--- config.mk ---
export PLATFORM = sky130hd
export DESIGN_NAME = ngtc_word
export DESIGN_NICKNAME = d
export VERILOG_FILES = /design/src/sv/ngtc_pkg.sv /design/src/sv/ngtc_word.sv
export SDC_FILE = /design/constraint.sdc
export NUM_CORES = 1
export LEC_CHECK = 0
export BUFFER_PORTS_ARGS = -buffer_cell sky130_fd_sc_hd__buf_2
export CORE_MARGIN = 2
export CORE_UTILIZATION = 55
export DETAILED_ROUTE_END_ITERATION = 7
export PLACE_DENSITY = 0.78
export SLEW_MARGIN = 15
export SYNTH_ARGS = -nofsm -noshare
export SYNTH_HDL_FRONTEND = slang
export SYNTH_SLANG_ARGS = --single-unit
--- constraint.sdc ---
create_clock -name clk_i -period 3.45 [get_ports clk_i]
set_clock_uncertainty 0.2 [all_clocks]
set_input_delay 0.1725 -clock clk_i [delete_from_list [all_inputs] [get_ports clk_i]]
set_output_delay 0.1725 -clock clk_i [all_outputs]
set_load 0.005 [all_outputs]
--- src/sv/ngtc_pkg.sv ---
// shared types and constants for the n-gram transition counter
`timescale 1ns / 1ps
`default_nettype none
package ngtc_pkg;

  localparam int unsigned LETTER_BITS      = 5;
  localparam int unsigned KEY_LETTERS_DEF  = 2;
  localparam int unsigned TALLY_BITS_DEF   = 16;
  localparam int unsigned LETTER_COUNT     = 26;
  localparam logic [10:0] COUNT_MAX        = 11'd2047;
  localparam logic [7:0]  LETTER_A         = 8'h61;
  localparam logic [7:0]  LETTER_UPPER_A   = 8'h41;

  typedef enum logic [1:0] {
    ACT_TEXT  = 2'd0,
    ACT_END   = 2'd1,
    ACT_QUERY = 2'd2,
    ACT_COUNT = 2'd3
  } action_e;

  typedef enum logic [1:0] {
    POS_START  = 2'd0,
    POS_WITHIN = 2'd1,
    POS_END    = 2'd2,
    POS_NONE   = 2'd3
  } position_e;

  typedef enum logic [2:0] {
    S_CLR,
    S_IDLE,
    S_WR,
    S_QR,
    S_QE,
    S_QF
  } state_e;

  // tally update request from the word tracker
  typedef struct packed {
    logic valid;
    logic start;
    logic at_end;
  } commit_t;

endpackage
`default_nettype wire

--- src/sv/ngtc_word.sv ---
// word tracker: byte classification, letter window and held transition
`timescale 1ns / 1ps
`default_nettype none
module ngtc_word import ngtc_pkg::*; #(
  parameter int unsigned KEY_LETTERS = KEY_LETTERS_DEF,
  localparam int unsigned KEY_BITS   = LETTER_BITS * KEY_LETTERS,
  localparam int unsigned ADDR_BITS  = KEY_BITS + LETTER_BITS
) (
  input  wire logic                 clk_i,
  input  wire logic                 rst_ni,
  input  wire logic                 text_i,
  input  wire logic                 eot_i,
  input  wire logic [7:0]           byte_i,
  output commit_t                   commit_o,
  output logic      [ADDR_BITS-1:0] commit_idx_o
);

  localparam int unsigned WL_BITS = $clog2(KEY_LETTERS + 1);

  logic [KEY_BITS-1:0]    window_q, window_d;
  logic [WL_BITS-1:0]     wl_q, wl_d;
  logic                   held_valid_q, held_valid_d;
  logic                   held_start_q, held_start_d;
  logic [KEY_BITS-1:0]    held_key_q, held_key_d;
  logic [LETTER_BITS-1:0] held_letter_q, held_letter_d;

  logic                   is_sep, is_lower, is_upper, close, letter, full;
  logic [7:0]             diff;
  logic [LETTER_BITS-1:0] code;

  always_comb begin
    is_sep   = byte_i inside {8'h20, 8'h2c, 8'h2d, 8'h3a};
    is_lower = byte_i inside {[8'h61:8'h7a]};
    is_upper = byte_i inside {[8'h41:8'h5a]};
    diff     = byte_i - (is_lower ? LETTER_A : LETTER_UPPER_A);
    code     = diff[LETTER_BITS-1:0];
    close    = eot_i | (text_i & is_sep);
    letter   = text_i & (is_lower | is_upper);
    full     = (32'(wl_q) >= KEY_LETTERS);

    commit_o.valid  = held_valid_q & (close | (letter & full));
    commit_o.start  = held_start_q;
    commit_o.at_end = close;
    commit_idx_o    = {held_key_q, held_letter_q};

    window_d      = window_q;
    wl_d          = wl_q;
    held_valid_d  = held_valid_q;
    held_start_d  = held_start_q;
    held_key_d    = held_key_q;
    held_letter_d = held_letter_q;
    if (close) begin
      window_d      = '0;
      wl_d          = '0;
      held_valid_d  = 1'b0;
      held_start_d  = 1'b0;
      held_key_d    = '0;
      held_letter_d = '0;
    end else if (letter) begin
      if (full) begin
        held_valid_d  = 1'b1;
        held_start_d  = !held_valid_q;
        held_key_d    = window_q;
        held_letter_d = code;
      end else begin
        wl_d = wl_q + 1'b1;
      end
      window_d = KEY_BITS'({window_q, code});
    end
  end

  always_ff @(posedge clk_i or negedge rst_ni) begin
    if (!rst_ni) begin
      window_q      <= '0;
      wl_q          <= '0;
      held_valid_q  <= 1'b0;
      held_start_q  <= 1'b0;
      held_key_q    <= '0;
      held_letter_q <= '0;
    end else begin
      window_q      <= window_d;
      wl_q          <= wl_d;
      held_valid_q  <= held_valid_d;
      held_start_q  <= held_start_d;
      held_key_q    <= held_key_d;
      held_letter_q <= held_letter_d;
    end
  end

endmodule
`default_nettype wire

==> summary.md, run 1 <==
| Metric | Value |
|---|---|
| Area growth syn-to-layout | `10.5%` |
| DR WL/cell | `14.4 µm` |
| Grt ovf | `0` |
| Largest net degree at the start of global routing | `30` |
| Number of flops mapped to enable cells by yosys | `0` |
| Hold WC Path Type | `primary input to flip-flop` |
| RePlAce Congestion | `0.794` |
| Highest Clock Rate | `409 MHz` |
| Critical path's largest stage delay | `0.48 ns` |
| CP max-delay cell | `dfrtp_1` |
| Vias in the first global route | `1266` |
| Commonest cells post-synth | `dfrtp_1, o21ai_0, nor2b_1` |
| Drt pass-1 iters | `4` |
| Final net count | `223` |
| Layout cells sized above 1 | `23.3%` |
| Worst Path Max Fanout | `8` |
| Utilization after layout | `64.7%` |
| Worst r2r dst | `held_key_q[6]$_DFFE_PN0P_` |
| # port buffers | `29` |
| Mean post-synth cell area | `10.0 µm²` |
| Vias per inst | `5.60` |
| Hold Path Sink | `window_q[4]$_DFFE_PN0P_` |
| Comb power frac | `12.2%` |
| Yosys top cell by area | `dfrtp_1` |
| # DRC | `0` |
| Die height | `61.5 µm` |
| Worst r2r src | `wl_q[1]$_DFFE_PN0P_` |
| Crit path buf inv count | `1` |
| Minimum clock period | `2.45 ns` |
| Distinct cells, synth | `40` |
| Reg area | `726 µm²` |
| Cell Chain, Critical Path | `ha_1 > o221ai_4 > a21oi_2 > o21a_1 > buf_2` |
| WP data required | `3.08 ns` |
| Rows | `20` |
| Final Hold Viols | `0` |
| Yosys warns | `0` |
| Crit path DAT | `2.07 ns` |
| Actual slew at the worst max-slew pin | `0.633 ns` |
| Share of the yosys chip area belonging to registers | `40.0%` |
| Ys flop type | `dfrtp_1` |
| First-pass GRT wire length | `6.08 mm` |
| CTS Root Cell | `clkbuf_4` |
| RSZ-0062 raised after global routing | `no` |
| Leak | `0.937 nW` |
| Synth top area share | `40.0%` |
| Clock latency on the worst-skew pair | `0.31 ns` |
| H-Tree Depth | `2` |
| ANT nets after route | `0` |
| Initial antenna violation count | `0` |
| Reg-to-reg slack, setup | `1.43 ns` |
| Initial core utilization | `58.5%` |
| Worst R2R Path Depth | `4` |
| Final WL | `3.59 mm` |
| Multi-input gate area | `963 µm²` |
| Placed cell count | `242` |
| Drt first-iter violations | `52` |
| Hold WS | `0.0828 ns` |
| I/O pin cnt | `30` |
| Postcts setup bufs | `0` |
| Mapped cell area | `0.00182 mm²` |
| Antenna cells | `0` |
| Dominant cells by area after synthesis | `dfrtp_1, mux2i_1, o21ai_0, nor2b_1, ha_1` |
| Clock transition at path regs | `0.09 ns` |
| HPWL after detailed placement | `2.47 mm` |
| Worst hold stages | `4` |
| Slew HR | `57.8%` |
| Clock sinks | `29` |
| VDD IR max | `0.261 mV` |
| Final Cycle Share | `70.9%` |
| Cell Int Power | `0.465 mW` |
| Reg power frac | `55.5%` |
| Fill cells | `274` |
| Post-DP Area | `0.00194 mm²` |
| Core area | `0.00310 mm²` |
| Synthesized Nets | `198` |
| Crit. End Element | `output pin` |
| CTS Buf Count | `5` |
| Max capacitance violation total | `0` |
| P_sw | `0.156 mW` |
| Outcome | `completed` |
| Vias | `1401` |
| TritonCTS clock tree | `built` |
| Switching share of power | `25.1%` |
| Pwr dens | `310 mW/mm²` |
| Count leader, synth | `dfrtp_1` |
| GRT Util Overall | `22.2%` |
| Finished Cell Area | `0.00201 mm²` |
| WS Path Type | `flip-flop to output pin` |
| Die X | `61.5 µm` |
| Top delay family on crit path | `compound AO/OA/AOI/OAI gates` |
| Setup TNS | `0 ns` |
| Async SR Flop Fraction | `100%` |
| Clk pwr share | `32.3%` |
| Final setup violation count | `0` |
| Synthesized instance count | `181` |
| DIE AREA | `0.00378 mm²` |
| Critical Path Start Type | `flip-flop` |
| Slew Limit Fails | `0` |
| Hold path startpoint | `byte_i[4]` |
| Final std cells w/o fill | `250` |
| Yosys reg bits | `29` |
| Longest Clk Path Bufs | `2` |
flip-flops by register name, summed over array words and instances, names as in the netlist:
| register | flops |
|---|---|
| held_start_q | 1 |
| window_q | 10 |
| held_valid_q | 1 |
| wl_q | 2 |
| held_key_q | 10 |
| held_letter_q | 5 |
final cells by class:
class / count / area share (%)
clock buffer: 7 / 2.74
sequential: 29 / 36.2
multi-input combinational: 128 / 48.0
tap: 44 / 2.74
inverter: 10 / 1.87
timing repair buffer: 32 / 8.48
kinds of logic (layout without fill, tap and decap cells):
group / Yosys count / in the layout / share of synthesized area (%)
buffers and inverters: 24 / 49 / 6.96
AO/OA/AOI/OAI: 53 / 53 / 21.0
AND/OR/NAND/NOR: 46 / 46 / 15.6
XOR/XNOR: 3 / 3 / 1.45
multiplexers: 21 / 21 / 11.6
adder cells (fa/ha/maj): 5 / 5 / 3.45
flip-flops: 29 / 29 / 40.0
power by group through the flow:
stage / clock network [mW] / registers [mW] / logic (mW)
finish: 0.201 / 0.345 / 0.0758
detailed placement: 0 / 0.352 / 0.0750
global route: 0.227 / 0.345 / 0.0851
global placement: 0 / 0.352 / 0.0721
CTS: 0.208 / 0.345 / 0.0760
floorplan: 0 / 0.351 / 0.0520
per-stage QoR:
step | total power [mW] | setup WS [ns]
after floorplan | 0.403 | 1.66
final | 0.621 | 1.00
after detailed placement | 0.427 | 1.22
after global placement | 0.424 | 1.31
after CTS | 0.628 | 0.998
after global routing | 0.657 | 0.876
worst min-delay path: stages:
cell and delay, ns:
buf_2 0.14, xnor2_1 0.10, nor2_1 0.09, a211oi_1 0.05
worst max path at each step:
stage / from / end / slack (ns) / depth (start not counted)
final: wl_q[1]$_DFFE_PN0P_ / commit_o[2] / 1.00 / 5
after global routing: wl_q[1]$_DFFE_PN0P_ / commit_o[2] / 0.88 / 5
after CTS: wl_q[1]$_DFFE_PN0P_ / commit_o[2] / 1.0 / 5
after detailed placement: byte_i[0] / held_key_q[4]$_DFFE_PN0P_ / 1.22 / 7
after global placement: byte_i[0] / commit_o[2] / 1.31 / 8
after floorplan: wl_q[1]$_DFFE_PN0P_ / commit_o[2] / 1.66 / 4
placed cells by master, fill, tap and decap left out, types with 2 or more instances in the layout:
cell | Yosys | final
nor2b_1 | 22 | 22
dfrtp_1 | 29 | 29
ha_1 | 5 | 5
nor2_1 | 11 | 11
buf_2 | 1 | 29
a21oi_2 | 2 | 2
buf_4 | 3 | 2
xnor2_1 | 2 | 2
o21ai_0 | 28 | 28
a21oi_1 | 3 | 3
mux2i_1 | 21 | 21
and4b_1 | 2 | 2
clkbuf_4 | 0 | 5
inv_1 | 10 | 10
a211oi_1 | 8 | 8
a21o_1 | 2 | 2
per-layer routing:
metal | global-route usage (%) | up-vias | share of wire, %
li1 | - | 685 | -
met3 | 6.93 | 4 | 4.1
met5 | 0 | - | 0
met1 | 30.9 | 680 | 46
met2 | 33.4 | 32 | 49
met4 | 6.69 | 0 | 1.1
timing repair:
| item | 4_1_cts | 5_1_grt |
|---|---|---|
| setup endpoints to repair | 0 | 0 |
| hold buffers | 1 | 0 |
| endpoints found under the hold margin | 29 | 0 |
| resized for setup | 0 | 0 |
(Power assumes the default switching activity.)
==> inputs of run 2 (changes only) <==
--- a/config.mk
+++ b/config.mk
@@ -7,9 +7,9 @@
 export LEC_CHECK = 0
 export BUFFER_PORTS_ARGS = -buffer_cell sky130_fd_sc_hd__buf_2
 export CORE_MARGIN = 2
-export CORE_UTILIZATION = 55
+export CORE_UTILIZATION = 50
 export DETAILED_ROUTE_END_ITERATION = 7
-export PLACE_DENSITY = 0.78
+export PLACE_DENSITY = 0.75
 export SLEW_MARGIN = 15
 export SYNTH_ARGS = -nofsm -noshare
 export SYNTH_HDL_FRONTEND = slang
==> constraint.sdc (replaced) <==
create_clock -name clk_i -period 2.08 [get_ports clk_i]
set_clock_uncertainty 0.2 [all_clocks]
set_input_delay 0.104 -clock clk_i [delete_from_list [all_inputs] [get_ports clk_i]]
set_output_delay 0.104 -clock clk_i [all_outputs]
set_load 0.005 [all_outputs]
==> run 2 against run 1 <==
Global-route usage decreased by 1.9 points; count of clock-buffer cells in the layout unchanged; wire length increased by 8.0%; worst hold slack got worse by 0.071 ns; utilization decreased by 3.6 points; highest routed layer unchanged; register-to-register slack got worse by 1.2 ns; cell area increased by 4.0%.
==> summary.md, run 2 (synthesis gave the netlist of run 1 again) <==
| Metric | Value |
|---|---|
| Final Hold Viols | `0` |
| # DRC | `0` |
| CTS Buf Count | `5` |
| RePlAce Congestion | `0.894` |
| Die X | `64.3 µm` |
| Worst Path Max Fanout | `4` |
| # port buffers | `29` |
| ANT nets after route | `0` |
| Vias in the first global route | `1430` |
| RSZ-0062 raised after global routing | `no` |
| Outcome | `completed` |
| Layout cells sized above 1 | `25.5%` |
| Setup TNS | `0 ns` |
| Vias per inst | `5.47` |
| Fill cells | `310` |
| Die height | `64.3 µm` |
| Minimum clock period | `1.97 ns` |
| Final WL | `3.88 mm` |
| Drt pass-1 iters | `4` |
| Leak | `0.980 nW` |
| Actual slew at the worst max-slew pin | `0.637 ns` |
| Reg-to-reg slack, setup | `0.27 ns` |
| HPWL after detailed placement | `2.82 mm` |
| First-pass GRT wire length | `6.53 mm` |
| WP data required | `1.78 ns` |
| Slew Limit Fails | `0` |
| Antenna cells | `0` |
| Crit path DAT | `1.67 ns` |
| Clock latency on the worst-skew pair | `0.32 ns` |
| Pwr dens | `504 mW/mm²` |
| Clock sinks | `29` |
| Largest registers | `held_key_q: 10 flops, window_q: 10 flops, held_letter_q: 5 flops` |
| CP max-delay cell | `dfrtp_1` |
| Slew HR | `57.6%` |
| GRT Util Overall | `20.3%` |
| Clock transition at path regs | `0.08 ns` |
| DIE AREA | `0.00413 mm²` |
| Cell Chain, Critical Path | `inv_1 > ha_1 > o221ai_4 > a21oi_4 > o21a_1 > buf_2` |
| CTS Root Cell | `clkbuf_4` |
| Final setup violation count | `0` |
| Crit. End Element | `output pin` |
| Reg area | `726 µm²` |
| H-Tree Depth | `2` |
| Hold WC Path Type | `primary input to flip-flop` |
| Final Cycle Share | `94.8%` |
| Largest net degree at the start of global routing | `30` |
| Final net count | `229` |
| Highest Clock Rate | `507 MHz` |
| Most frequent cells in the layout | `dfrtp_1, buf_2, o21ai_0` |
| Drt first-iter violations | `65` |
| I/O pin cnt | `30` |
| DR WL/cell | `15.0 µm` |
| Initial core utilization | `53.2%` |
| Area growth syn-to-layout | `15.0%` |
| Initial antenna violation count | `0` |
| Critical path's largest stage delay | `0.36 ns` |
| Vias | `1411` |
| WS Path Type | `flip-flop to output pin` |
| Rows | `21` |
| Multi-input gate area | `971 µm²` |
| Longest Clk Path Bufs | `2` |
| Critical Path Start Type | `flip-flop` |
| Pwr Total | `1.05 mW` |
| Max capacitance violation total | `0` |
| VDD IR max | `0.249 mV` |
| Grt ovf | `0` |
| TritonCTS clock tree | `built` |
| Core area | `0.00342 mm²` |
-- run 2: what timing repair did --
action                     in CTS  in global routing
hold buffers                    1                  0
gates resized for setup         1                  0
buffers inserted                1                  0
hold endpoints to repair       29                  0
setup endpoints to repair       1                  0
-- run 2: power breakdown --
group	internal, mW	total [mW]	switching (mW)
registers	0.570	0.572	0.00247
logic	0.0490	0.135	0.0856
clock network	0.159	0.346	0.186
total	0.778	1.05	0.275
-- run 2: path summary, 6_finish.rpt --
check,start,end,depth (start not counted)
max,wl_q[0]$_DFFE_PN0P_,commit_o[2],6
min,byte_i[0],window_q[0]$_DFFE_PN0P_,4
max reg2reg,wl_q[0]$_DFFE_PN0P_,held_letter_q[2]$_DFFE_PN0P_,6
min reg2reg,held_letter_q[3]$_DFFE_PN0P_,held_letter_q[3]$_DFFE_PN0P_,2
max in group asynchronous,rst_ni,held_letter_q[3]$_DFFE_PN0P_,2
min in group asynchronous,rst_ni,held_key_q[3]$_DFFE_PN0P_,2
-- run 2: area by class of cell --
type	instances	share of cell area, %
flip-flops and latches	29	34.8
multi-input cells	128	46.5
clock buffers	7	2.64
well taps	46	2.76
inverters	10	1.80
repair buffers	38	11.5
-- run 2: stage by stage --
step,setup slack [ns],hold slack (ns),instance area [µm²],utilization [%],cells
after CTS,0.0877,0.00714,2090,61.1,258
after detailed placement,0.0838,-0.0390,2010,58.8,249
after floorplan,0.343,-0.392,1820,-,181
after global placement,0.158,-0.0520,2010,58.8,249
after global routing,0.0184,0.0501,2090,61.1,258
final,0.108,0.0115,2090,61.1,258
-- run 2: critical path: cells and delay by family, from the launching register on --
kind | cells | cell delay (ns)
buf+inv | 2 | 0.18
compound gates | 3 | 0.52
fa+ha+maj | 1 | 0.27
flops | 1 | 0.36
-- run 2: metal layers --
layer  GRT usage (%)  part of all wire, %  vias up
li1                -                    -      688
met1            24.3                   42      688
met2            36.5                   53       29
met3            4.23                  3.5        6
met4            6.12                  1.1        0
met5               0                    0        -
==> inputs of run 3 (changes only) <==
--- a/config.mk
+++ b/config.mk
@@ -6,10 +6,12 @@
 export NUM_CORES = 1
 export LEC_CHECK = 0
 export BUFFER_PORTS_ARGS = -buffer_cell sky130_fd_sc_hd__buf_2
+export CELL_PAD_IN_SITES_DETAIL_PLACEMENT = 0
+export CELL_PAD_IN_SITES_GLOBAL_PLACEMENT = 1
 export CORE_MARGIN = 2
-export CORE_UTILIZATION = 50
+export CORE_UTILIZATION = 46
 export DETAILED_ROUTE_END_ITERATION = 7
-export PLACE_DENSITY = 0.75
+export PLACE_DENSITY_LB_ADDON = 0.1
 export SLEW_MARGIN = 15
 export SYNTH_ARGS = -nofsm -noshare
 export SYNTH_HDL_FRONTEND = slang
==> constraint.sdc (replaced) <==
create_clock -name clk_i -period 2.3 [get_ports clk_i]
set_clock_uncertainty 0.2 [all_clocks]
set_input_delay 0.115 -clock clk_i [delete_from_list [all_inputs] [get_ports clk_i]]
set_output_delay 0.115 -clock clk_i [all_outputs]
set_load 0.005 [all_outputs]
==> run 3 against run 2 <==
Die area up 8.1%; combinational power down 13%; sequential cell count unchanged; via count down 2.1%.
==> summary.md, run 3 (synthesis gave the netlist of run 1 again) <==
| Metric | Value |
|---|---|
| Crit. Startpoint | `wl_q[1]$_DFFE_PN0P_` |
| Global Route met2 Usage | `30.0%` |
| Longest Clk Path Bufs | `2` |
| Placed cell count | `250` |
| Pwr Total | `1.18 mW` |
| Vias | `1382` |
| I/O pin cnt | `30` |
| Cell Chain, Critical Path | `ha_1 > o221ai_4 > a21oi_2 > buf_4 > o21a_1 > buf_2` |
| TritonCTS clock tree | `built` |
| Minimum clock period | `2.13 ns` |
| Final WL | `3.71 mm` |
| WS Path Type | `flip-flop to output pin` |
| Reg-to-reg slack, setup | `0.36 ns` |
| Final Hold Viols | `0` |
| Initial core utilization | `48.9%` |
| Outcome | `completed` |
| Crit. End Element | `output pin` |
| Final worst slack | `0.166 ns` |
| Largest registers | `held_key_q: 10 flops, window_q: 10 flops, held_letter_q: 5 flops` |
| Die X | `66.8 µm` |
| Layout cells sized above 1 | `25.1%` |
| # port buffers | `29` |
| Crit path DAT | `1.82 ns` |
| Vias in the first global route | `1353` |
| Most frequent cells in the layout | `dfrtp_1, buf_2, o21ai_0` |
| # DRC | `0` |
| Worst r2r dst | `held_key_q[9]$_DFFE_PN0P_` |
| Comb power frac | `10.0%` |
| Area growth syn-to-layout | `15.9%` |
| Antenna cells | `0` |
| Clock transition at path regs | `0.06 ns` |
| Drt pass-1 iters | `4` |
| Hold WS | `0.0806 ns` |
| Final Cycle Share | `92.8%` |
| Worst hold stages | `4` |
| First-pass GRT wire length | `6.21 mm` |
| GRT Util Overall | `18.5%` |
| CTS Root Cell | `clkbuf_8` |
| Final std cells w/o fill | `259` |
| Met1 usage | `23.8%` |
| Die height | `66.8 µm` |
| Clock sinks | `29` |
| Top delay family on crit path | `compound AO/OA/AOI/OAI gates` |
| DR WL/cell | `14.3 µm` |
| Core area | `0.00372 mm²` |
| Worst R2R Path Depth | `4` |
| Reg power frac | `44.0%` |
| Highest Clock Rate | `469 MHz` |
| Pwr dens | `560 mW/mm²` |
| Largest net degree at the start of global routing | `30` |
| Hold WC Path Type | `primary input to flip-flop` |
| P_sw | `0.268 mW` |
| CP max-delay cell | `dfrtp_1` |
| Initial antenna violation count | `0` |
| Cell Int Power | `0.910 mW` |
| Actual slew at the worst max-slew pin | `0.651 ns` |
| Grt ovf | `0` |
| RePlAce Congestion | `0.763` |
| Utilization after layout | `56.6%` |
| Crit path buf inv count | `2` |
| CTS Buf Count | `5` |
| Final setup violation count | `0` |
| Clock latency on the worst-skew pair | `0.28 ns` |
| Setup TNS | `0 ns` |
| Pre-CTS setup slack | `0.145 ns` |
| Final net count | `227` |
| Most used routing layer | `met2` |
| RSZ-0062 raised after global routing | `no` |
| Critical Path Start Type | `flip-flop` |
| Switching share of power | `22.8%` |
| Finished Cell Area | `0.00210 mm²` |
| Crit. path cell count | `6` |
| ANT nets after route | `0` |
| Worst r2r src | `wl_q[1]$_DFFE_PN0P_` |
| Rows | `22` |
| Drt first-iter violations | `51` |
| HPWL after detailed placement | `2.61 mm` |
| Clk pwr share | `46.0%` |
| H-Tree Depth | `2` |
| Hold path startpoint | `byte_i[0]` |
| DIE AREA | `0.00446 mm²` |
| VDD IR max | `0.326 mV` |
| Slew Limit Fails | `0` |
| Slew HR | `56.6%` |
| Worst Path Max Fanout | `8` |
| Vias per inst | `5.34` |
| M3 GR Usage | `5.41%` |
| Critical path's largest stage delay | `0.45 ns` |
| Max capacitance violation total | `0` |
| Post-CTS sizing | `0` |
| Fill cells | `353` |
| Post-DP Area | `0.00198 mm²` |
| Hold Path Sink | `window_q[0]$_DFFE_PN0P_` |
| Leak | `0.983 nW` |
| WP data required | `1.99 ns` |
## run 3: power by group through the flow
stage                     logic (mW)  clock network (mW)  registers (mW)
after floorplan               0.0779                   0           0.527
after global placement         0.113                   0           0.527
after detailed placement       0.116                   0           0.528
after CTS                      0.118               0.557           0.518
after global routing           0.131               0.583           0.518
final                          0.118               0.542           0.518
## run 3: layout make-up
cell class	count	area, µm²	area share (%)
Tap cell	48	60.1	2.86
Inverter	10	37.5	1.78
Clock inverter	1	30.0	1.43
Clock buffer	7	86.3	4.10
Timing Repair Buffer	36	200	9.52
Sequential cell	29	726	34.5
Multi-Input combinational cell	128	963	45.8
## run 3: worst max path at each step
| stage | to | slack [ns] |
|---|---|---|
| floorplan | held_key_q[0]$_DFFE_PN0P_ | 0.56 |
| global placement | held_key_q[7]$_DFFE_PN0P_ | 0.24 |
| detailed placement | held_key_q[2]$_DFFE_PN0P_ | 0.14 |
| CTS | commit_o[2] | 0.16 |
| global route | commit_o[2] | 0.09 |
| finish | commit_o[2] | 0.17 |
## run 3: metal layers
| layer | up-vias | part of all wire, % |
|---|---|---|
| met5 | - | 0 |
| met4 | 0 | 1.2 |
| met1 | 663 | 50 |
| li1 | 690 | - |
| met2 | 23 | 44 |
| met3 | 6 | 4.2 |
## run 3: timing repair
item,4_1_cts,5_1_grt
hold buffers,1,0
buffers inserted,0,0
endpoints found under the hold margin,29,0
## run 3: worst register-to-register path: stages (launching register included)
cell and delay [ns]:
dfrtp_1 0.45, ha_1 0.29, o221ai_4 0.27, a21o_1 0.40, mux2i_1 0.25
